==> config.mk <==
export PLATFORM = sky130hd
export DESIGN_NAME = bap_cmd_fifo
export DESIGN_NICKNAME = d
export VERILOG_FILES = /design/src/rtl/core/bap_pkg.sv /design/src/rtl/core/bap_cmd_fifo.sv
export SDC_FILE = /design/constraint.sdc
export NUM_CORES = 1
export LEC_CHECK = 0
export ABC_AREA = 1
export BUFFER_PORTS_ARGS = -buffer_cell sky130_fd_sc_hd__buf_2
export CORE_MARGIN = 4
export CORE_UTILIZATION = 46
export CTS_CLUSTER_SIZE = 12
export DETAILED_ROUTE_END_ITERATION = 8
export GPL_ROUTABILITY_DRIVEN = 0
export GPL_TIMING_DRIVEN = 0
export PLACE_DENSITY = 0.74
export SLEW_MARGIN = 10
export SYNTH_ARGS = -nofsm -noshare
export SYNTH_HDL_FRONTEND = slang
export SYNTH_SLANG_ARGS = --single-unit
==> constraint.sdc <==
create_clock -name clk -period 1.9 [get_ports clk]
set_input_delay 0.19 -clock clk [delete_from_list [all_inputs] [get_ports clk]]
set_output_delay 0.19 -clock clk [all_outputs]
set_load 0.05 [all_outputs]
==> src/rtl/core/bap_pkg.sv <==
// Shared types and constants for the block average pixelate core.
package bap_pkg;

	localparam int COL_W      = 10;
	localparam int ROW_W      = 12;
	localparam int SLOT_W     = 2;
	localparam int ADDR_W     = SLOT_W + COL_W;
	localparam int STORE_DEPTH = 3072;
	localparam int BLK_PIX    = 9;
	localparam int IDX_W      = 4;
	localparam int SUM_W      = 12;
	localparam int RECIP_W    = 13;
	// Truncated divide by nine: (sum * 7282) >> 16 is exact for sums up to 2295.
	localparam logic [RECIP_W-1:0] RECIP_NINE = 13'd7282;

	// Configuration register indexes.
	localparam logic [1:0] REG_WIDTH  = 2'd0;
	localparam logic [1:0] REG_HEIGHT = 2'd1;
	localparam logic [1:0] REG_ALPHA  = 2'd2;

	typedef struct packed {
		logic [7:0] chan_zero;
		logic [7:0] chan_one;
		logic [7:0] chan_two;
		logic [7:0] alpha_in;
	} in_t;

	typedef struct packed {
		logic [11:0] out_row;
		logic [9:0]  out_col;
		logic [7:0]  avg_zero;
		logic [7:0]  avg_one;
		logic [7:0]  avg_two;
		logic [7:0]  alpha_out;
		logic        block_done;
	} out_t;

	// Row store write from the front.
	typedef struct packed {
		logic              we;
		logic [ADDR_W-1:0] addr;
		logic [31:0]       data;
	} memw_t;

	// One finished block waiting to be read back.
	typedef struct packed {
		logic [ROW_W-1:0]  row0;
		logic [COL_W-1:0]  col0;
		logic [SLOT_W-1:0] slot0;
	} cmd_t;

	// Averaged block handed to the emitter.
	typedef struct packed {
		logic [ROW_W-1:0]      row0;
		logic [COL_W-1:0]      col0;
		logic [7:0]            avg0;
		logic [7:0]            avg1;
		logic [7:0]            avg2;
		logic [BLK_PIX-1:0][7:0] alpha;
	} blk_t;

endpackage

==> src/rtl/core/bap_cmd_fifo.sv <==
// Two-entry queue of block commands between the front and the back.
module bap_cmd_fifo (
	input  logic          clk,
	input  logic          arst_n,
	input  logic          wr,
	input  bap_pkg::cmd_t wdata,
	input  logic          rd,
	output bap_pkg::cmd_t rdata,
	output logic          full,
	output logic          empty
);
	import bap_pkg::*;

	cmd_t       mem_q [2];
	logic       wp_q;
	logic       rp_q;
	logic [1:0] cnt_q;

	assign full  = (cnt_q == 2'd2);
	assign empty = (cnt_q == 2'd0);
	assign rdata = mem_q[rp_q];

	// Storage needs no reset.
	always_ff @(posedge clk) begin
		if (wr) begin
			mem_q[wp_q] <= wdata;
		end
	end

	// Pointers and fill count.
	always_ff @(posedge clk or negedge arst_n) begin
		if (!arst_n) begin
			wp_q  <= 1'b0;
			rp_q  <= 1'b0;
			cnt_q <= 2'd0;
		end else begin
			if (wr) begin
				wp_q <= ~wp_q;
			end
			if (rd) begin
				rp_q <= ~rp_q;
			end
			if (wr && !rd) begin
				cnt_q <= cnt_q + 2'd1;
			end else if (rd && !wr) begin
				cnt_q <= cnt_q - 2'd1;
			end
		end
	end
endmodule

# After elaboration in Yosys (flattened, before gate mapping)
# Memory sizes are Yosys's and may differ from the RTL's.
# Index checks and enable logic that the tools add are counted.
[word_totals] register_bits=4 memories=1 input_bits=28 wordCells=19 output_inout_bits=26 ramBits=48
[memory_table] name="mem_q" depth=2 word_bits=24 read_ports=1 rd_ports_with_merged_regs=0 write_ports=1 line_no="bap_cmd_fifo.sv:14" source="cmd_t mem_q [2];"
[op_classes] n_eq_ne=1 n_reduce_logical=6 add_sub_neg=2 n_bitwise=2 muxes=4
[op_table] operator="2-bit two-way mux" n=2
[op_table] operator="2-bit by 1-bit adder with 2-bit output (second input constant)" n=1
[op_table] operator="2-bit == test (second input constant)" n=1
[op_table] operator="1-bit logical AND" n=2
[op_table] operator="1-bit logical NOT" n=2
[op_table] operator="2-bit logical NOT" n=1
[op_table] operator="1-bit two-way mux" n=2
[op_table] operator="1-bit NOT" n=2
[op_table] operator="2-bit nonzero test" n=1
[op_table] operator="2-bit by 1-bit subtractor with 2-bit output (second input constant)" n=1

# Depth between registers and ports, before layout
[logic_depth] depth_word=4 mapped_depth=7 ltp_nobuf=7

# Worst setup path before layout
# No wires, ideal clock.
[synth_timing] path_type="reg-to-reg" start="register wp_q" end="memory mem_q[0][0] (netlist bit) (enable)" path_slack_ps=60 synth_period_minus_slack_ps=1840 t_required_ps=1495 arrival_ps=1434 path_buffers=0 setup_time_ps=405 path_stages_with_launch=2 path_cell_list="dfrtp_1 > nor2_1"
[synth_rtl] item="from (decl)" line_no="bap_cmd_fifo.sv:15" source="logic wp_q;"
[synth_rtl] item="from (signal assigned)" line_no="bap_cmd_fifo.sv:38" source="wp_q <= ~wp_q;"
[synth_rtl] item="to (decl)" line_no="bap_cmd_fifo.sv:14"
# Straight into the memory's write port.

==> results_dict.tcl <==
set metrics [dict create \
    status "complete, no violations" \
    core_region_area_um2 4140 \
    cts_tree "yes" \
    critPathLaunchType "flop" \
    syn2layout_area_growth_pct 21.5 \
    vias 1003 \
    final_common_cell "buf_2" \
    endpoint_kind "primary output" \
    track_usage_pct 12.3 \
    clock_skew_ns 0.00486 \
    r2r_slack_ns 0.36 \
    grt_overflow 0 \
    drv_slew 0 \
    worst_pin_slew_ns 0.948 \
    postRouteAntennaNets 0 \
    cts_buffers 5 \
    clkLatencyLatePin_ns 0.29 \
    cp_max_fo 10 \
    cts_sinks 52 \
    worstHoldPathCells 1 \
    syn_area_um2 2040 \
    arrival_ns 1.49 \
    yosys_warnings 0 \
    max_stage_delay_ns 0.39 \
    rsz0062_at_grt "false" \
    netlist_instances 100 \
    die_x_um 74.6 \
    crit_path_top_delay_cell "dfrtp_1" \
    die_area_um2 5570 \
    design_area_um2 2480 \
    max_freq_mhz 594 \
    htreeDepth 2 \
    rr_worst_depth 2 \
    path_buf_inv 3 \
    path_cells "buf_6, buf_12, mux2_4, buf_2" \
    ir_drop_mv 0.821 \
    drt_iter0_markers 48 \
    drv_cap 0 \
    ctsRootBufferMaster "clkbuf_8" \
    finalSetupViolCount 0 \
    final_cell_mix "53 x buf_2, 48 x edfxtp_1, 19 x mux2_4" \
    timing.final.crit_share_pct 88.7 \
    clkTransAtPathRegs_ns 0.09 \
    worst-endpoint-required_ns 1.71 \
    cts_max_path_buffers 2 \
    crit_type "flop to primary output" \
    wl_per_cell_um 15.1 \
    num_rows 23 \
    ctsResizeCount 0 \
    place_hpwl_mm 2.36 \
    p_leak_nw 1.04 \
    placed_cell_area_um2 2390 \
    cp_top_family "buffers and inverters" \
    via_per_inst 4.71 \
    rr_endpoint "mem_q[1][2]$_DFFE_PP_" \
    synth.distinct_cells 14 \
    min_to "mem_q[0][10]$_DFFE_PP_" \
    ys_seq_area_share_pct 75.5 \
    synth_seq_cells 52 \
    first_pass_iters 4 \
    rr_startpoint "wp_q$_DFFE_PN0P_" \
    p_per_area_nw_per_um2 1680 \
    num_antenna_cells 0 \
    port_buffers 53 \
    grt_max_degree 25 \
    nets 191 \
    fillCellCount 338 \
    fin_crit_ns 1.68 \
    drc 0 \
    ios 54 \
    synth_nets 129 \
    drive_above_1_share_pct 54.6 \
    grt_pass1_wl_mm 4.86 \
    min-delay-start "wdata[10]" \
    postSynthAreaPerCell_um2 20.4 \
    finalHoldViolCount 0 \
    drt-total-wl_mm 3.21 \
    p_total_mw 4.16 \
    start_util_pct 49.2 \
    grt_pass1_vias 1068 \
    hold_class "input port to flop" \
    antenna_found_initial 0 \
    dieHeight_um 74.6 \
    relSlewSlack_pct 36.7 \
]
## per-layer routing
layer  global-route usage, %  routed length, µm  vias to the layer above
li1                        -                  -                      493
met1                    12.7               1150                      466
met2                    22.3               1700                       39
met3                    5.41                321                        5
met4                    3.56                 37                        0
met5                       0                  0                        -
## metrics by stage
| step | hold WS, ns | TNS, ns | utilization, % | cells | worst slack [ns] |
|---|---|---|---|---|---|
| floorplan | -0.106 | 0 | - | 100 | 0.0605 |
| CTS | 0.0701 | 0 | 59.8 | 213 | 0.192 |
| global placement | -0.00671 | -10.77 | 57.2 | 203 | -0.450 |
| detailed placement | 0.00224 | 0 | 57.6 | 204 | 0.334 |
| finish | 0.0811 | 0 | 59.8 | 213 | 0.215 |
| global route | 0.0597 | 0 | 59.8 | 213 | 0.148 |
## registers in the layout, indices dropped and copies added, names as in the netlist
register / cells
cnt_q: 2
mem_q: 48
wp_q: 1
rp_q: 1
## report_power, final
group	total, mW	switching, mW	internal (mW)
clock	0.569	0.319	0.250
combinational	1.98	1.31	0.670
sequential	1.61	0.0846	1.53
total	4.16	1.71	2.45
## synth_stat cells
master / instances / area share, %
edfxtp_1: 48 / 71
mux2_4: 19 / 14
inv_1: 7 / 1.3
mux2_2: 5 / 2.8
nand2_1: 5 / 0.92
dfrtp_1: 4 / 4.9
nor2_1: 3 / 0.55
buf_12: 2 / 2.0
xor2_1: 2 / 0.86
buf_6: 1 / 0.55
ha_1: 1 / 0.61
nand3_1: 1 / 0.25
nand4_1: 1 / 0.31
xnor2_1: 1 / 0.43
## worst register-to-register path: stages (launching register included)
cell	delay, ns
dfrtp_1	0.41
nand2_1	0.06
inv_1	0.69
## logic make-up after synthesis
group | count (synthesis) | synth area share, %
xor+xnor | 3 | 1.29
fa+ha+maj | 1 | 0.613
buf+inv | 10 | 3.80
flops | 52 | 75.5
mux | 24 | 16.7
simple gates | 10 | 2.02
## how the worst max path moves through the flow
stage | start | to | cells past startpoint
after floorplan | wp_q$_DFFE_PN0P_ | mem_q[0][0]$_DFFE_PP_ | 1
after global placement | wp_q$_DFFE_PN0P_ | mem_q[0][6]$_DFFE_PP_ | 1
after detailed placement | wp_q$_DFFE_PN0P_ | mem_q[1][19]$_DFFE_PP_ | 2
after CTS | rp_q$_DFFE_PN0P_ | rdata[12] | 4
after global routing | rp_q$_DFFE_PN0P_ | rdata[12] | 4
final | rp_q$_DFFE_PN0P_ | rdata[12] | 4
## final cells by class
| cell class | count | area [µm²] | share of cell area, % |
|---|---|---|---|
| clock buffers | 5 | 68.8 | 2.78 |
| flip-flops and latches | 52 | 1540 | 62.2 |
| plain buffers | 3 | 51.3 | 2.07 |
| repair buffers | 55 | 290 | 11.7 |
| clock inverters | 3 | 13.8 | 0.555 |
| inverters | 7 | 26.3 | 1.06 |
| multi-input cells | 38 | 424 | 17.1 |
| well taps | 50 | 62.6 | 2.52 |
## what timing repair did
action / in CTS / in global routing
hold buffers: 1 / 0
buffers inserted: 0 / 0
hold endpoints to repair: 4 / 0
No activity file was read; power rests on OpenSTA's default activity.
