<file path="config.mk">
export PLATFORM = sky130hd
export DESIGN_NAME = bap_emit
export DESIGN_NICKNAME = d
export VERILOG_FILES = /design/src/rtl/core/bap_pkg.sv /design/src/rtl/core/bap_emit.sv
export SDC_FILE = /design/constraint.sdc
export NUM_CORES = 1
export LEC_CHECK = 0
export ABC_CLOCK_PERIOD_IN_PS = 5250
export BUFFER_PORTS_ARGS = -buffer_cell sky130_fd_sc_hd__buf_4
export CORE_AREA = 3 3 127 129
export DETAILED_ROUTE_END_ITERATION = 8
export DIE_AREA = 0 0 130 132
export PLACE_DENSITY = 0.7
export SLEW_MARGIN = 20
export SYNTH_ARGS = -nofsm -noshare
export SYNTH_HDL_FRONTEND = slang
export SYNTH_SLANG_ARGS = --single-unit
export TNS_END_PERCENT = 30
</file>
<file path="constraint.sdc">
create_clock -name clk -period 5.25 [get_ports clk]
set_input_delay 0.7875 -clock clk [delete_from_list [all_inputs] [get_ports clk]]
set_output_delay 0.7875 -clock clk [all_outputs]
set_load 0.02 [all_outputs]
</file>
<file path="src/rtl/core/bap_pkg.sv">
// Shared types and constants for the block average pixelate core.
package bap_pkg;

	localparam int COL_W      = 10;
	localparam int ROW_W      = 12;
	localparam int SLOT_W     = 2;
	localparam int ADDR_W     = SLOT_W + COL_W;
	localparam int STORE_DEPTH = 3072;
	localparam int BLK_PIX    = 9;
	localparam int IDX_W      = 4;
	localparam int SUM_W      = 12;
	localparam int RECIP_W    = 13;
	// Truncated divide by nine: (sum * 7282) >> 16 is exact for sums up to 2295.
	localparam logic [RECIP_W-1:0] RECIP_NINE = 13'd7282;

	// Configuration register indexes.
	localparam logic [1:0] REG_WIDTH  = 2'd0;
	localparam logic [1:0] REG_HEIGHT = 2'd1;
	localparam logic [1:0] REG_ALPHA  = 2'd2;

	typedef struct packed {
		logic [7:0] chan_zero;
		logic [7:0] chan_one;
		logic [7:0] chan_two;
		logic [7:0] alpha_in;
	} in_t;

	typedef struct packed {
		logic [11:0] out_row;
		logic [9:0]  out_col;
		logic [7:0]  avg_zero;
		logic [7:0]  avg_one;
		logic [7:0]  avg_two;
		logic [7:0]  alpha_out;
		logic        block_done;
	} out_t;

	// Row store write from the front.
	typedef struct packed {
		logic              we;
		logic [ADDR_W-1:0] addr;
		logic [31:0]       data;
	} memw_t;

	// One finished block waiting to be read back.
	typedef struct packed {
		logic [ROW_W-1:0]  row0;
		logic [COL_W-1:0]  col0;
		logic [SLOT_W-1:0] slot0;
	} cmd_t;

	// Averaged block handed to the emitter.
	typedef struct packed {
		logic [ROW_W-1:0]      row0;
		logic [COL_W-1:0]      col0;
		logic [7:0]            avg0;
		logic [7:0]            avg1;
		logic [7:0]            avg2;
		logic [BLK_PIX-1:0][7:0] alpha;
	} blk_t;

endpackage

</file>
<file path="src/rtl/core/bap_emit.sv">
// Emitter: walks one averaged block and drives the result register.
module bap_emit (
	input  logic          clk,
	input  logic          arst_n,
	input  logic          blk_valid,
	input  bap_pkg::blk_t blk,
	output logic          busy,
	input  logic          pop,
	output logic          empty,
	output bap_pkg::out_t res
);
	import bap_pkg::*;

	blk_t             blk_q;
	logic             busy_q;
	logic [IDX_W-1:0] eidx_q;
	logic [1:0]       ea_q;
	logic [1:0]       eb_q;
	logic             ovalid_q;
	out_t             res_q;
	logic             load;

	assign busy  = busy_q;
	assign empty = !ovalid_q;
	assign res   = res_q;
	assign load  = busy_q && (!ovalid_q || pop);

	// Held block and the result register payload.
	always_ff @(posedge clk) begin
		if (blk_valid) begin
			blk_q <= blk;
		end
		if (load) begin
			res_q.out_row    <= blk_q.row0 + {{(ROW_W-2){1'b0}}, ea_q};
			res_q.out_col    <= blk_q.col0 + {{(COL_W-2){1'b0}}, eb_q};
			res_q.avg_zero   <= blk_q.avg0;
			res_q.avg_one    <= blk_q.avg1;
			res_q.avg_two    <= blk_q.avg2;
			res_q.alpha_out  <= blk_q.alpha[eidx_q];
			res_q.block_done <= (eidx_q == IDX_W'(BLK_PIX - 1));
		end
	end

	// Position within the block and result valid.
	always_ff @(posedge clk or negedge arst_n) begin
		if (!arst_n) begin
			busy_q   <= 1'b0;
			eidx_q   <= '0;
			ea_q     <= 2'd0;
			eb_q     <= 2'd0;
			ovalid_q <= 1'b0;
		end else begin
			if (load) begin
				ovalid_q <= 1'b1;
			end else if (pop) begin
				ovalid_q <= 1'b0;
			end
			if (blk_valid) begin
				busy_q <= 1'b1;
				eidx_q <= '0;
				ea_q   <= 2'd0;
				eb_q   <= 2'd0;
			end else if (load) begin
				eidx_q <= eidx_q + IDX_W'(1);
				if (eb_q == 2'd2) begin
					eb_q <= 2'd0;
					ea_q <= ea_q + 2'd1;
				end else begin
					eb_q <= eb_q + 2'd1;
				end
				if (eidx_q == IDX_W'(BLK_PIX - 1)) begin
					busy_q <= 1'b0;
				end
			end
		end
	end
endmodule

</file>
=== Word level (Yosys, flattened, before mapping) ===
Cells that the tools add are included.

* Register bits after elaboration: 183
* Bits in latches: 0
* Bits in writable memories: 0
* Memory bits (read-only): 0
* Bits of input ports: 122
* Output and inout bits: 57
* Word-level logic and storage cells: 58
* Memories: 0

* Add/subtract/negate cells: 5
* $mul: 0
* Div/mod/pow operators: 0
* Order comparisons: 1
* Eq/ne operators: 2
* Shifts and indexed selects: 0
* Mux-type cells: 15
* Bitwise gates (word level): 0
* Reductions and logical operators: 9

{| class="wikitable"
|+ Operators with widths
! operator !! count
|-
| $bmux 8 s4 || 1
|-
| $add 12x2->12 || 1
|-
| $mux 2 || 6
|-
| $add 10x2->10 || 1
|-
| $mux 4 || 2
|-
| $mux 8 || 1
|-
| $reduce_bool 2->1 || 4
|-
| $lt 4x5->1 const B || 1
|-
| $mux 1 || 5
|-
| $add 2x1->2 const B || 2
|-
| $add 4x1->4 const B || 1
|-
| $eq 4x4->1 const B || 1
|-
| $reduce_and 2->1 || 2
|-
| $eq 2x2->1 const B || 1
|-
| $logic_and 1x1->1 || 1
|-
| $logic_not 1->1 || 1
|-
| $logic_or 1x1->1 || 1
|}

=== Logic depth before layout (Yosys ltp) ===
* Word-level depth: 5
* Depth in mapped cells: 7
* Gate-level depth less buffers: 6

=== Worst setup path after synthesis ===
No wires, ideal clock.

* Kind: input to register
* From: in pop
* To: reg res_q, in the netlist res[0], enable pin
* Setup time: 0.409 ns
* Arrival time: 2.260 ns
* Required time: 4.841 ns
* Path slack: 2.581 ns
* Stages: 4
* Path buffers: 1
* Cells stage by stage: nand2b_1 > buf_2 > nand2_1 > inv_1

* Word-level cells in the longest chain between the ends: 2

{| class="wikitable"
|+ RTL lines
! item !! line !! text
|-
| from (decl) || bap_emit.sv:8 || <nowiki>input logic pop,</nowiki>
|-
| $logic_or 1x1->1 || bap_emit.sv:26 || <nowiki>assign load = busy_q && (!ovalid_q || pop);</nowiki>
|-
| $logic_and 1x1->1 || bap_emit.sv:26 ||
|-
| named net load || bap_emit.sv:21 || <nowiki>logic load;</nowiki>
|-
| to (decl) || bap_emit.sv:20 || <nowiki>out_t res_q;</nowiki>
|}

The timed path passes the listed nets, and every way through them passes these cells.
A chain may end at the register's enable or synchronous reset.

=== Worst setup path after layout ===
* From: in pop
* To: reg res_q, in the netlist res[16], enable pin

Same word-level chain as after synthesis.

==> flow_metrics.py <==
metrics = {
    "logic_synthesis": {
        "synth.distinct_cells": 32,
        "synth-seq-cells": 183,
        "synth_ff_type": "edfxtp_1",
        "yosys_warnings": 0,
        "avgSynthCellArea_um2": 19.72,
        "syn_area_um2": 6704,
        "synth_edf_count": 173,
        "netlist_instances": 340,
        "synth_fa_ha_area_frac": 0.01717,
        "seq_area_frac_synth": 0.8122,
        "synth_top_family_by_area": "multiplexers",
        "yosys-mux-area-fraction": 0.05767,
        "synth-compound-area-share": 0.02128,
        "synth_xor_xnor_area_share": 0.03005,
        "syn-num-nets": 470,
        "ys_async_sr_fraction": 0.05464,
        "synth-simple-area-share": 0.04722,
    },
    "layout": {
        "final_nets": 662,
        "area_growth_pct": 31.84,
        "fillers": 1134,
        "design_area_um2": 8838,
        "final_util": 0.5836,
        "antenna_cells": 0,
        "drive_gt1_frac": 0.4202,
    },
    "detailed_routing": {
        "vias": 3564,
        "postRouteWirelength_um": 12430,
        "drtPass1Iterations": 4,
        "drtAntennaViolNets": 0,
        "wl_per_cell_um": 16.96,
        "drc": 0,
        "drt_iter0_markers": 202,
        "via_per_inst": 4.862,
    },
    "floorplan": {
        "ios": 179,
        "fp.dieH_um": 132,
        "start_util": 0.4426,
        "die_w_um": 130,
        "core_um2": 15150,
        "die-area_um2": 17160,
        "rows": 45,
    },
    "critical_path": {
        "critical-path-slowest-cell": "buf_4",
        "cpMostUsedCell": "buf_4",
        "startpoint_type": "primary input",
        "path_buf_inv": 3,
        "r2r_end": "res[16]$_DFFE_PP_",
        "slowest_delay_ps": 490,
        "worstReg2RegStart": "ovalid_q$_DFFE_PN0P_",
        "crit_chain": "buf_4 -> nand2b_1 -> nand2_1 -> inv_2 -> buf_4",
        "cp.arrival_ps": 2250,
        "path_delay_family": "buffers and inverters",
        "crit_fanout": 37,
        "rrSetupSlack_ps": 3180,
        "required_ps": 5320,
        "critical_path_class": "primary input to flip-flop",
        "worstSetupEndpointType": "flip-flop",
        "reg2reg_depth": 4,
    },
    "timing": {
        "fin_hold_ws_ps": 184.0,
        "max_freq_mhz": 458.1,
        "max_slew.worst_pin.slew_ps": 586.2,
        "finalHoldViolations": 0,
        "setup-tns-final_ps": 0,
        "finalCritPeriodShare": 0.4158,
        "finalSetupViolCount": 0,
        "fin_crit_ps": 2183,
        "clock_skew_ps": 9.545,
        "rsz0062_at_grt": "false",
        "finalMaxSlewViolations": 0,
        "slew_headroom": 0.6092,
    },
    "global_route": {
        "gr-total-overflow": 0,
        "track_usage": 0.1516,
        "grt_max_degree": 89,
        "antenna_found_initial": 0,
        "grt_pass1_vias": 3820,
        "grt_first_pass_wirelength_um": 19480,
    },
    "place": {
        "hpwl_um": 8691,
        "io_buffer_count": 178,
        "place_area_um2": 8232,
        "routabilityCongestion": 0.7387,
    },
    "clock_network": {
        "numClockSinks": 183,
        "clk_pin_slew_ps": 70,
        "cts-root-buf": "clkbuf_16",
        "htreeDepth": 4,
        "numCtsBuffers": 17,
        "hold_buffers": 0,
        "clk_latency_ps": 420,
        "clock_path_buffers": 2,
        "cts_tree": "built",
        "cts_resized": 0,
        "cts_setup_buffers": 0,
    },
    "flow_run": {
        "maxCapViolations": 0,
    },
    "min_path": {
        "hold_class": "primary input to async pin",
    },
    "outcome": {
        "outcome": "finished clean",
    },
    "pwr": {
        "power_density_nw_per_um2": 373.0,
        "vdd_ir_drop_max_mv": 0.2864,
        "total_leakage_power_nw": 3.417,
    },
}
==> routing by layer <==
metal  vias up  global-route usage  part of all wire
li1       1703                   -                 -
met1      1711              0.1885              0.42
met2       133              0.2436              0.49
met3        17             0.05794             0.078
met4         0             0.05196             0.014
met5         -                   0                 0
==> state kept, by name (all words and copies together), names as in the netlist <==
signal and flops:
blk_q 118, busy 1, ea_q 2, eb_q 2
eidx_q 4, ovalid_q 1, res 55
==> synthesized netlist by cell type (5+ instances only) <==
cell | count | share of area
a21oi_1 | 5 | 0.0037
dfrtp_1 | 10 | 0.037
edfxtp_1 | 173 | 0.77
ha_1 | 6 | 0.011
inv_1 | 8 | 0.0045
mux2_2 | 16 | 0.027
mux4_1 | 7 | 0.027
nand2_1 | 18 | 0.010
nand3_1 | 11 | 0.0082
nor2_1 | 17 | 0.0095
o22ai_1 | 8 | 0.0075
o31ai_1 | 8 | 0.0090
xnor2_1 | 13 | 0.017
xor2_1 | 10 | 0.013
==> cell families (layout without fill, tap and decap cells) <==
kind of cell,Yosys count,in the layout
flip-flops,183,183
AND/OR/NAND/NOR,63,63
multiplexers,24,24
XOR/XNOR,23,23
AO/OA/AOI/OAI,22,22
buffers and inverters,17,222
adder cells (fa/ha/maj),8,8
==> power by group <==
part	switching (mW)	internal, mW	leakage [nW]
clock network	0.499	0.737	0.276
registers	0.0398	1.73	1.82
logic	0.140	0.152	1.32
total	0.679	2.62	3.42
==> metrics by stage <==
stage	total power [mW]	setup slack, ps	std cells
finish	3.297	3067	733
global route	3.427	2911	733
CTS	3.336	3051	732
detailed placement	2.098	2593	700
global placement	2.088	2662	700
floorplan	1.926	2581	340
==> worst max-delay path by stage <==
stage               startpoint           endpoint  depth (start not counted)
finish                     pop  res[16]$_DFFE_PP_                          5
global route               pop  res[49]$_DFFE_PP_                          5
CTS                        pop  res[25]$_DFFE_PP_                          5
detailed placement         pop  res[16]$_DFFE_PP_                          5
global placement           pop  res[17]$_DFFE_PP_                          5
floorplan                  pop   res[0]$_DFFE_PP_                          4
==> worst register-to-register path: stages, from the launching register on <==
cell	delay [ps]
dfrtp_1	370
nand2b_1	240
nand2_1	220
inv_2	380
buf_4	490
==> cell type report <==
| cell class | instances | area (µm²) | area share |
|---|---|---|---|
| clock inverters | 8 | 97.59 | 0.01104 |
| well taps | 188 | 235.2 | 0.02661 |
| flip-flops and latches | 183 | 5445 | 0.6161 |
| repair buffers | 182 | 1386 | 0.1569 |
| multi-input cells | 140 | 1162 | 0.1315 |
| inverters | 8 | 30.03 | 0.003398 |
| clock buffers | 24 | 481.7 | 0.05450 |
==> cells in the final DEF (no fill, tap or decap), drive strengths merged, types with 6 or more instances in the layout <==
master  netlist  final
nand2        18     18
buf           8    182
inv           8      8
mux2         16     16
ha            6      6
xor2         10     10
xnor2        13     13
edfxtp      173    173
nor2         17     17
o31ai         8      8
o22ai         8      8
clkbuf        1     24
nand3        11     11
mux4          8      8
dfrtp        10     10
No activity file was read; power rests on OpenSTA's default activity.
