`config.mk`:
```
export PLATFORM = sky130hd
export DESIGN_NAME = bap_front
export DESIGN_NICKNAME = d
export VERILOG_FILES = /design/src/rtl/core/bap_pkg.sv /design/src/rtl/core/bap_front.sv
export SDC_FILE = /design/constraint.sdc
export NUM_CORES = 1
export LEC_CHECK = 0
export ABC_CLOCK_PERIOD_IN_PS = 5450
export BUFFER_PORTS_ARGS = -buffer_cell sky130_fd_sc_hd__buf_2
export CORE_AREA = 2 2 125 127
export DETAILED_ROUTE_END_ITERATION = 6
export DIE_AREA = 0 0 127 129
export SLEW_MARGIN = 40
export SYNTH_ARGS = -nofsm -noshare
export SYNTH_HDL_FRONTEND = slang
export SYNTH_SLANG_ARGS = --single-unit
```
`constraint.sdc`:
```
create_clock -name clk -period 5.45 [get_ports clk]
set_input_delay 0.8175 -clock clk [delete_from_list [all_inputs] [get_ports clk]]
set_output_delay 0.8175 -clock clk [all_outputs]
set_load 0.1 [all_outputs]
```
`src/rtl/core/bap_pkg.sv`:
```
// Shared types and constants for the block average pixelate core.
package bap_pkg;

	localparam int COL_W      = 10;
	localparam int ROW_W      = 12;
	localparam int SLOT_W     = 2;
	localparam int ADDR_W     = SLOT_W + COL_W;
	localparam int STORE_DEPTH = 3072;
	localparam int BLK_PIX    = 9;
	localparam int IDX_W      = 4;
	localparam int SUM_W      = 12;
	localparam int RECIP_W    = 13;
	// Truncated divide by nine: (sum * 7282) >> 16 is exact for sums up to 2295.
	localparam logic [RECIP_W-1:0] RECIP_NINE = 13'd7282;

	// Configuration register indexes.
	localparam logic [1:0] REG_WIDTH  = 2'd0;
	localparam logic [1:0] REG_HEIGHT = 2'd1;
	localparam logic [1:0] REG_ALPHA  = 2'd2;

	typedef struct packed {
		logic [7:0] chan_zero;
		logic [7:0] chan_one;
		logic [7:0] chan_two;
		logic [7:0] alpha_in;
	} in_t;

	typedef struct packed {
		logic [11:0] out_row;
		logic [9:0]  out_col;
		logic [7:0]  avg_zero;
		logic [7:0]  avg_one;
		logic [7:0]  avg_two;
		logic [7:0]  alpha_out;
		logic        block_done;
	} out_t;

	// Row store write from the front.
	typedef struct packed {
		logic              we;
		logic [ADDR_W-1:0] addr;
		logic [31:0]       data;
	} memw_t;

	// One finished block waiting to be read back.
	typedef struct packed {
		logic [ROW_W-1:0]  row0;
		logic [COL_W-1:0]  col0;
		logic [SLOT_W-1:0] slot0;
	} cmd_t;

	// Averaged block handed to the emitter.
	typedef struct packed {
		logic [ROW_W-1:0]      row0;
		logic [COL_W-1:0]      col0;
		logic [7:0]            avg0;
		logic [7:0]            avg1;
		logic [7:0]            avg2;
		logic [BLK_PIX-1:0][7:0] alpha;
	} blk_t;

endpackage

```
`src/rtl/core/bap_front.sv`:
```
// Front: configuration, pixel counters, row store writes and block detection.
module bap_front (
	input  logic           clk,
	input  logic           arst_n,
	input  logic           push,
	input  bap_pkg::in_t   pix,
	output logic           full,
	input  logic           wr_en,
	input  logic [1:0]     wr_index,
	input  logic [12:0]    wr_data,
	input  logic           fifo_full,
	input  logic           pending,
	output bap_pkg::memw_t memw,
	output logic           cmd_push,
	output bap_pkg::cmd_t  cmd
);
	import bap_pkg::*;

	logic [10:0]      width_q;
	logic [12:0]      height_q;
	logic             alpha_q;
	logic [ROW_W-1:0] row_q;
	logic [COL_W-1:0] col_q;
	logic [1:0]       rm_q;
	logic [1:0]       cm_q;

	logic [10:0] w_eff;
	logic [12:0] h_eff;
	logic        last_col;
	logic        last_row;
	logic        row_end;
	logic        col_end;
	logic        accept;
	logic [1:0]  rm_next;
	logic [1:0]  cm_next;

	// Saturate the frame size to the supported range.
	always_comb begin
		if (width_q < 11'd3) begin
			w_eff = 11'd3;
		end else if (width_q > 11'd1024) begin
			w_eff = 11'd1024;
		end else begin
			w_eff = width_q;
		end
		if (height_q < 13'd3) begin
			h_eff = 13'd3;
		end else if (height_q > 13'd4096) begin
			h_eff = 13'd4096;
		end else begin
			h_eff = height_q;
		end
	end

	assign last_col = ({1'b0, col_q} == (w_eff - 11'd1));
	assign last_row = ({1'b0, row_q} == (h_eff - 13'd1));
	assign row_end  = (rm_q == 2'd2) || last_row;
	assign col_end  = (cm_q == 2'd2) || last_col;
	assign rm_next  = (rm_q == 2'd2) ? 2'd0 : rm_q + 2'd1;
	assign cm_next  = (cm_q == 2'd2) ? 2'd0 : cm_q + 2'd1;

	// A new row waits until no block still has to read the store.
	assign full   = fifo_full || ((col_q == '0) && pending);
	assign accept = push && !full;

	// Row store write: slot is the row modulo three, then the column.
	always_comb begin
		memw.we   = accept;
		memw.addr = {rm_q, col_q};
		memw.data = {(alpha_q ? pix.alpha_in : 8'd0), pix.chan_two, pix.chan_one,
			pix.chan_zero};
	end

	// The block ending here starts two rows up and two columns left.
	always_comb begin
		cmd_push   = accept && row_end && col_end;
		cmd.row0   = row_q - ROW_W'(2);
		cmd.col0   = col_q - COL_W'(2);
		cmd.slot0  = rm_next;
	end

	// Configuration registers.
	always_ff @(posedge clk or negedge arst_n) begin
		if (!arst_n) begin
			width_q  <= 11'd640;
			height_q <= 13'd480;
			alpha_q  <= 1'b0;
		end else if (wr_en) begin
			unique case (wr_index)
				REG_WIDTH:  width_q  <= wr_data[10:0];
				REG_HEIGHT: height_q <= wr_data;
				REG_ALPHA:  alpha_q  <= wr_data[0];
				default: ;
			endcase
		end
	end

	// Raster position; any valid register write restarts the frame.
	always_ff @(posedge clk or negedge arst_n) begin
		if (!arst_n) begin
			row_q <= '0;
			col_q <= '0;
			rm_q  <= 2'd0;
			cm_q  <= 2'd0;
		end else if (wr_en && (wr_index <= REG_ALPHA)) begin
			row_q <= '0;
			col_q <= '0;
			rm_q  <= 2'd0;
			cm_q  <= 2'd0;
		end else if (accept) begin
			if (last_col) begin
				col_q <= '0;
				cm_q  <= 2'd0;
				if (last_row) begin
					row_q <= '0;
					rm_q  <= 2'd0;
				end else begin
					row_q <= row_q + ROW_W'(1);
					rm_q  <= rm_next;
				end
			end else begin
				col_q <= col_q + COL_W'(1);
				cm_q  <= cm_next;
			end
		end
	end
endmodule

```
== Yosys cells after proc, flatten, opt, wreduce, memory -nomap -nowiden ==
Index checks and enable logic that the tools add are counted.
W data, S select, Z words.
Storage, ports and cells
  latch bits: 0
  memories: 0
  input port bits: 53
  bits in read-only memories: 0
  word-level logic and storage cells: 64
  memory bits (writable): 0
  bits in registers: 51
  output and inout bits: 71
Operators by class
  bitwise gates (word level): 0
  multipliers: 0
  reductions and logical operators: 17
  add/sub/neg operators: 8
  divide/modulo/power cells: 0
  shift operators: 0
  equality and inequality tests: 6
  $lt $le $gt $ge: 5
  muxes and demuxes: 21
Operators by type and width (count)
  $mux W12: 4
  $mux W10: 3
  $mux W13: 2
  $mux W11: 2
  $mux W2: 9
  $eq A12 B13 Y1: 1
  $gt A13 B13 Y1 const B: 1
  $lt A13 B2 Y1 const B: 1
  $sub A13 B1 Y13 const B: 1
  $add A12 B1 Y12 const B: 1
  $sub A12 B2 Y12 const B: 1
  $eq A10 B11 Y1: 1
  $gt A11 B11 Y1 const B: 1
  $lt A11 B2 Y1 const B: 1
  $sub A11 B1 Y11 const B: 1
  $add A10 B1 Y10 const B: 1
  $logic_not A10 Y1: 1
  $sub A10 B2 Y10 const B: 1
  $mux W8: 1
  $reduce_and A2 Y1: 4
  $eq A2 B2 Y1 const B: 3
  $logic_and A1 B1 Y1: 5
  $add A2 B1 Y2 const B: 2
  $reduce_bool A2 Y1: 2
  other kinds (5): 7

== Depth between registers and ports, before layout ==
Gate-level depths: netlist (run 1).
  word-level depth: 9
  gate-level depth with buffers: 16

== Worst setup path after synthesis (run 1) ==
Ideal clock, no wire load.
  path kind: register -> output
  start point: register height_q[10]
  end point: output port cmd_push
  setup slack: -755 ps
  stages on the path, launching flop included: 14
  data arrival time: 5388 ps
  cell sequence: dfrtp_1 -> clkbuf_1 -> nor4_2 -> nand2_1 -> nor2_1 -> o21ai_0 -> ha_1 -> nor2b_1 -> or4b_1 -> o311a_1 -> a2111oi_0 -> nand4_1 -> or4_1 -> a221oi_1
Between the ends
  cells in the longest elaborated chain, start to end: 8
  elaborated cells on any way between the ends: 9
  those cells by class: 1 x add/sub; 2 x order compare; 1 x eq/ne; 2 x mux; 3 x reduce/logical
RTL lines
  start, declared: line bap_front.sv:20  | logic [12:0] height_q;
  start signal, assigned: line bap_front.sv:91  | REG_HEIGHT: height_q <= wr_data;
  $gt A13 B13 Y1: line bap_front.sv:48  | end else if (height_q > 13'd4096) begin
  $mux W13: line bap_front.sv:48
  $mux W13 *: line bap_front.sv:46  | if (height_q < 13'd3) begin
  $sub A13 B1 Y13 *: line bap_front.sv:56  | assign last_row = ({1'b0, row_q} == (h_eff - 13'd1));
  $eq A12 B13 Y1 *: line bap_front.sv:56
  $logic_or A1 B1 Y1 *: line bap_front.sv:57  | assign row_end = (rm_q == 2'd2) || last_row;
  $logic_and A1 B1 Y1 * (2 in series): line bap_front.sv:76  | cmd_push = accept && row_end && col_end;
  end, declared: line bap_front.sv:14  | output logic cmd_push,
Every way passes the cells marked *; elsewhere a longest branch is shown, timed or not.

== Final worst setup path (run 1) ==
Same ends and word-level chain as after synthesis.

==> flow_metrics.py, run 1 <==
metrics = {
    "run_status": {
        "status": "finished clean",
    },
    "detailed_routing": {
        "wl_per_cell_um": 16.91,
        "drt_wl_total_um": 12400,
        "ant_nets": 0,
        "first_pass_iters": 4,
        "vias": 3989,
        "detail_route.drc_violations": 0,
        "vias_per_cell": 5.442,
        "drtIter0Drc": 233,
    },
    "layout": {
        "drive_above_1_share_pct": 25.50,
        "area_delta_synth_final_pct": 9.782,
        "fill_cells": 1584,
        "diodes": 0,
        "seqCellArea_um2": 1284,
        "multi_input_area_um2": 2701,
        "fin_nets": 606,
    },
    "logic_synthesis": {
        "yosys-top-cells-count": "dfrtp_1, nor2_1, nand2_1",
        "synth_top_area_share_pct": 25.52,
        "synth.cell_area_um2": 4413,
        "synthFlopType": "dfrtp_1",
        "synthTopCellsByArea": "dfrtp_1, mux2_2, buf_4, dfstp_2, xor2_1",
        "seq_area_frac_synth_pct": 29.09,
        "yosysMostFrequentCell": "dfrtp_1",
        "synth_edf_count": 0,
        "synth_fp_nets": 583,
        "synth_area_per_cell_um2": 8.470,
        "ys_ff_latch": 51,
        "synth_top_area_cell": "dfrtp_1",
        "async_reset_ff_share_pct": 100.0,
        "synth_cells": 521,
        "synth.distinct_cells": 79,
        "yosys_warnings": 0,
    },
    "floorplan": {
        "die_w_um": 127,
        "start_util_pct": 29.47,
        "fp.dieH_um": 129,
        "core_area_um2": 14980,
        "rows": 45,
        "die_area_um2": 16380,
        "io_pins": 124,
    },
    "sta": {
        "tns_ns": 0,
        "setup-violations-final": 0,
        "layout_min_cycle_time_ns": 5.114,
        "slew_headroom_pct": 49.63,
        "hold_viol": 0,
        "finalCritPeriodShare_pct": 93.84,
        "finalClockSkew_ns": 0.008918,
        "rsz0062_at_grt": "no",
        "worstMarginPinSlew_ns": 0.7555,
        "fmaxAchievable_ghz": 0.1955,
        "worst_slack_ns": 0.3355,
        "drv_slew": 0,
    },
    "global_routing": {
        "antenna_found_initial": 0,
        "grt_max_degree": 52,
        "gr-total-overflow": 0,
        "first_global_vias": 4010,
        "grt_pass1_wl_um": 20640,
        "grt_use_total_pct": 15.43,
    },
    "setup_path": {
        "cp_max_fo": 10,
        "crit_buf_inv": 1,
        "crit_chain": "nor4_2, nand2_1, nor2_1, o21ai_0, ha_1, nor2b_1, or4b_1, o311a_1, a2111oi_0, nand4_1, or4_1, a221oi_2, clkbuf_4",
        "start_kind": "flip-flop",
        "cp-end-kind": "primary output",
        "cp.depth": 13,
        "rr_worst_depth": 12,
        "critPathTopFamily": "simple AND/OR/NAND/NOR gates",
        "required_ns": 4.63,
        "r2r-end": "row_q[3]",
        "crit_end": "cmd_push",
        "r2r_slack_ns": 1.26,
        "cp_slowest_cell": "or4_1",
        "arrival_ns": 4.30,
        "critPathLaunch": "height_q[10]",
        "r2r_start": "width_q[5]",
        "crit_type": "flip-flop to primary output",
        "max_stage_delay_ns": 0.54,
    },
    "power_and_ir_drop": {
        "vdd_drop_max_mv": 0.3918,
        "power-per-cell-area_nw_per_um2": 405.1,
        "total_leakage_power_uw": 0.002109,
    },
    "min_path": {
        "holdPathStages": 1,
        "hold_class": "flip-flop to flip-flop",
    },
    "clock_network": {
        "clk_pin_slew_ns": 0.07,
        "cts_buffers": 5,
        "cts_root_buf": "clkbuf_16",
        "clkLatencyLatePin_ns": 0.29,
        "clock_sinks": 51,
        "clk_path_buf_depth": 2,
        "htree_levels": 2,
        "cts_setup_buffers": 0,
        "tritoncts": "built",
    },
    "placed_design": {
        "routabilityCongestion": 0.9144,
        "place_hpwl_um": 9436,
        "pre_cts_slack_ns": 0.4218,
        "portBuffers": 75,
    },
    "job": {
        "maxCapViolCount": 0,
    },
}
## worst min path at each step
stage,from,endpoint,slack [ns]
finish,width_q[1],width_q[1],0.56
global route,width_q[1],width_q[1],0.58
CTS,width_q[1],width_q[1],0.57
detailed placement,width_q[1],width_q[1],0.55
global placement,cm_q[1],cm_q[1],0.54
floorplan,width_q[1],width_q[1],0.50
## state kept, by name (all words and copies together) (netlist names)
register / cells
alpha_q: 1
col_q: 10
rm_q: 2
width_q: 11
row_q: 12
height_q: 13
cm_q: 2
## power by group
| part | switching (µW) | internal, µW |
|---|---|---|
| clock | 138 | 170 |
| sequential | 121 | 433 |
| combinational | 822 | 278 |
| total | 1080 | 881 |
## cell usage in the layout (no fill, tap or decap), types with 4 or more instances in the layout
| master | count |
|---|---|
| buf_2 | 74 |
| dfrtp_1 | 45 |
| nor2_1 | 39 |
| nand2_1 | 36 |
| mux2_2 | 26 |
| o21ai_0 | 22 |
| inv_1 | 19 |
| xor2_1 | 18 |
| a21oi_1 | 18 |
| and2_1 | 15 |
| xnor2_1 | 15 |
| nor2b_1 | 14 |
| nor3_1 | 12 |
| nor4_1 | 11 |
| and3_1 | 11 |
| a22o_1 | 11 |
| nand4_1 | 10 |
| nand3_1 | 10 |
| ha_1 | 9 |
| nand2b_1 | 8 |
| or3_1 | 7 |
| dfstp_2 | 6 |
| or4_1 | 5 |
| o21ai_1 | 5 |
| a21o_1 | 5 |
| clkbuf_16 | 5 |
| nand3b_1 | 4 |
| nor3b_1 | 4 |
| o22ai_1 | 4 |
| buf_4 | 4 |
## per-layer routing
metal | GRT usage (%) | part of all wire (%)
met1 | 18.85 | 43
met3 | 2.412 | 4.7
met2 | 27.83 | 50
met5 | 0 | 0
met4 | 5.107 | 2.3
## area by class of cell
cell class	instances	share of cell area [%]
Multi-Input combinational cell	386	55.76
Sequential cell	51	26.50
Timing Repair Buffer	79	8.419
Tap cell	188	4.855
Clock buffer	7	2.738
Inverter	21	1.627
Clock inverter	1	0.1033
## cell families (layout without fill, tap and decap cells)
family	after synthesis	after routing	synth area share [%]
adder cells (fa/ha/maj)	9	9	2.552
flip-flops	51	51	29.09
AO/OA/AOI/OAI	102	102	16.16
multiplexers	29	29	7.315
buffers and inverters	84	108	10.09
AND/OR/NAND/NOR	213	213	28.24
XOR/XNOR	33	33	6.550
## worst register-to-register path, stage by stage, from the launching register on
cell and delay, ns:
dfrtp_1 0.50, nor4_1 0.51, and2_1 0.24, o21ai_0 0.11
ha_1 0.26, nor3b_1 0.17, o311ai_0 0.56, xnor2_1 0.21
o211ai_1 0.11, or4b_1 0.51, nand4bb_4 0.22, nor3_4 0.48
a41o_1 0.25
## stage by stage
stage	instances	utilization [%]	power [µW]	instance area, µm²	hold WS [ns]
2_1_floorplan	521	-	1547	4419	0.4991
3_3_place_gp	725	31.34	1647	4693	0.5355
3_5_place_dp	725	31.34	1655	4693	0.5542
4_1_cts	733	32.26	1970	4831	0.5700
5_1_grt	733	32.35	2073	4845	0.5845
6_report	733	32.35	1963	4845	0.5623
## timing repair
| item | 4_1_cts | 5_1_grt |
|---|---|---|
| hold buffers | 0 | 0 |
| gates resized for setup | 0 | 3 |
| setup endpoints to repair | 0 | 1 |
Note: power is estimated with default switching activity, not from simulation.
==> inputs of run 2 (changes only) <==
- ABC_CLOCK_PERIOD_IN_PS: 5450 -> 6100
- clock period: 5.45 -> 6.1 ns (I/O delays scaled with it)
==> run 2 against run 1 <==
Die area unchanged. Cell area up 0.54%. Critical path depth unchanged. Via count down 1.3%. Sequential share of layout area down 0.14 points. Setup slack better by 0.31 ns. Cell count down 0.27%. Critical path type unchanged. Largest power group unchanged.
==> flow_metrics.py, run 2 (synthesized netlist as in run 1, its figures left out) <==
metrics = {
    "sta": {
        "hold_viol": 0,
        "rsz0062_at_grt": "no",
        "finalClockSkew_ns": 0.01145,
        "fmaxAchievable_ghz": 0.1832,
        "slew_headroom_pct": 50.68,
        "finalCritPeriodShare_pct": 89.47,
        "drv_slew": 0,
        "whs_ns": 0.5601,
        "tns_ns": 0,
        "setup-violations-final": 0,
        "worstMarginPinSlew_ns": 0.7397,
        "layout_min_cycle_time_ns": 5.458,
    },
    "job": {
        "maxCapViolCount": 0,
    },
    "layout": {
        "diodes": 0,
        "area_delta_synth_final_pct": 10.38,
        "largest_reg_flops": 13,
        "layout_common_cells": "buf_2, dfrtp_1, nor2_1",
        "final_common_cell": "buf_2",
        "drive_above_1_share_pct": 25.23,
        "fill_cells": 1578,
        "fin_nets": 604,
        "top_regs": "height_q x13, row_q x12, width_q x11",
        "top_register": "height_q",
    },
    "clock_network": {
        "cts_root_buf": "clkbuf_16",
        "tritoncts": "built",
        "clk_pin_slew_ns": 0.07,
        "cts_resized": 0,
        "postCtsHoldBufs": 0,
        "clkLatencyLatePin_ns": 0.30,
        "cts_setup_buffers": 0,
        "clk_path_buf_depth": 2,
        "clock_sinks": 51,
        "cts_buffers": 5,
        "htree_levels": 2,
    },
    "global_routing": {
        "antenna_found_initial": 0,
        "first_global_vias": 3884,
        "grt_use_total_pct": 15.32,
        "grt_pass1_wl_um": 20280,
        "grt_max_degree": 52,
        "gr-total-overflow": 0,
    },
    "setup_path": {
        "start_kind": "flip-flop",
        "cp_max_fo": 7,
        "crit_type": "flip-flop to primary output",
        "r2r_start": "width_q[6]",
        "required_ns": 5.18,
        "cp-end-kind": "primary output",
        "rr_worst_depth": 12,
        "arrival_ns": 4.54,
        "critPathLaunch": "height_q[9]",
        "r2r_slack_ns": 1.68,
        "crit_end": "cmd_push",
        "r2r-end": "row_q[0]",
    },
    "placed_design": {
        "portBuffers": 75,
        "routabilityCongestion": 0.8936,
        "place_hpwl_um": 9465,
    },
    "floorplan": {
        "rows": 45,
        "io_pins": 124,
        "die_w_um": 127,
        "fp.dieH_um": 129,
        "core_area_um2": 14980,
        "die_area_um2": 16380,
        "start_util_pct": 29.47,
    },
    "detailed_routing": {
        "first_pass_iters": 5,
        "wl_per_cell_um": 17.31,
        "ant_nets": 0,
        "drtIter0Drc": 208,
        "drt_wl_total_um": 12660,
        "vias": 3939,
        "vias_per_cell": 5.389,
        "detail_route.drc_violations": 0,
    },
    "power_and_ir_drop": {
        "total_leakage_power_uw": 0.002121,
        "total_power_uw": 1835,
        "vdd_drop_max_mv": 0.3933,
        "power-per-cell-area_nw_per_um2": 376.8,
    },
    "min_path": {
        "hold_class": "flip-flop to flip-flop",
    },
    "run_status": {
        "status": "finished clean",
    },
}
-- run 2: area by class of cell --
type                            instances  area, µm²  share of cell area (%)
Inverter                               21      78.83                   1.618
Clock buffer                            5      125.1                   2.569
Clock inverter                          3      67.56                   1.387
Multi-Input combinational cell        386       2690                   55.23
Timing Repair Buffer                   77      390.4                   8.014
Sequential cell                        51       1284                   26.35
Tap cell                              188      235.2                   4.829
-- run 2: where the power goes --
part | internal, µW | switching, µW
combinational | 245 | 725
sequential | 386 | 116
clock | 235 | 128
total | 866 | 969
-- run 2: worst min path at each step --
stage | from | endpoint | slack [ns] | cells after the start
finish | width_q[1] | width_q[1] | 0.56 | 1
global route | width_q[1] | width_q[1] | 0.60 | 1
CTS | width_q[1] | width_q[1] | 0.57 | 1
detailed placement | width_q[1] | width_q[1] | 0.55 | 1
global placement | cm_q[1] | cm_q[1] | 0.54 | 2
floorplan | width_q[1] | width_q[1] | 0.50 | 1
-- run 2: layer usage --
metal	GRT usage [%]	share of wire [%]	vias up
met5	0	0	-
met4	4.266	1.6	0
met3	2.287	5.0	17
met2	27.64	50	131
met1	19.09	43	1911
li1	-	-	1880
-- run 2: worst max-delay path, cell delays in order (launching register included) --
cell       delay (ns)
dfrtp_1          0.42
nor3_1           0.53
nand2_1          0.15
nor2_1           0.13
o21ai_0          0.08
ha_1             0.27
nor2b_1          0.18
or4b_1           0.47
o311a_1          0.14
a2111oi_0        0.38
nand4_1          0.23
or4_1            0.53
a221oi_2         0.26
buf_2            0.47
-- run 2: per-stage QoR --
step	setup WS [ns]	area [µm²]	utilization (%)	instances
6_report	0.6420	4871	32.52	731
3_5_place_dp	0.9618	4678	31.24	723
3_3_place_gp	0.9543	4678	31.24	723
5_1_grt	0.2500	4871	32.52	731
2_1_floorplan	0.7506	4419	-	521
4_1_cts	0.6149	4871	32.52	731
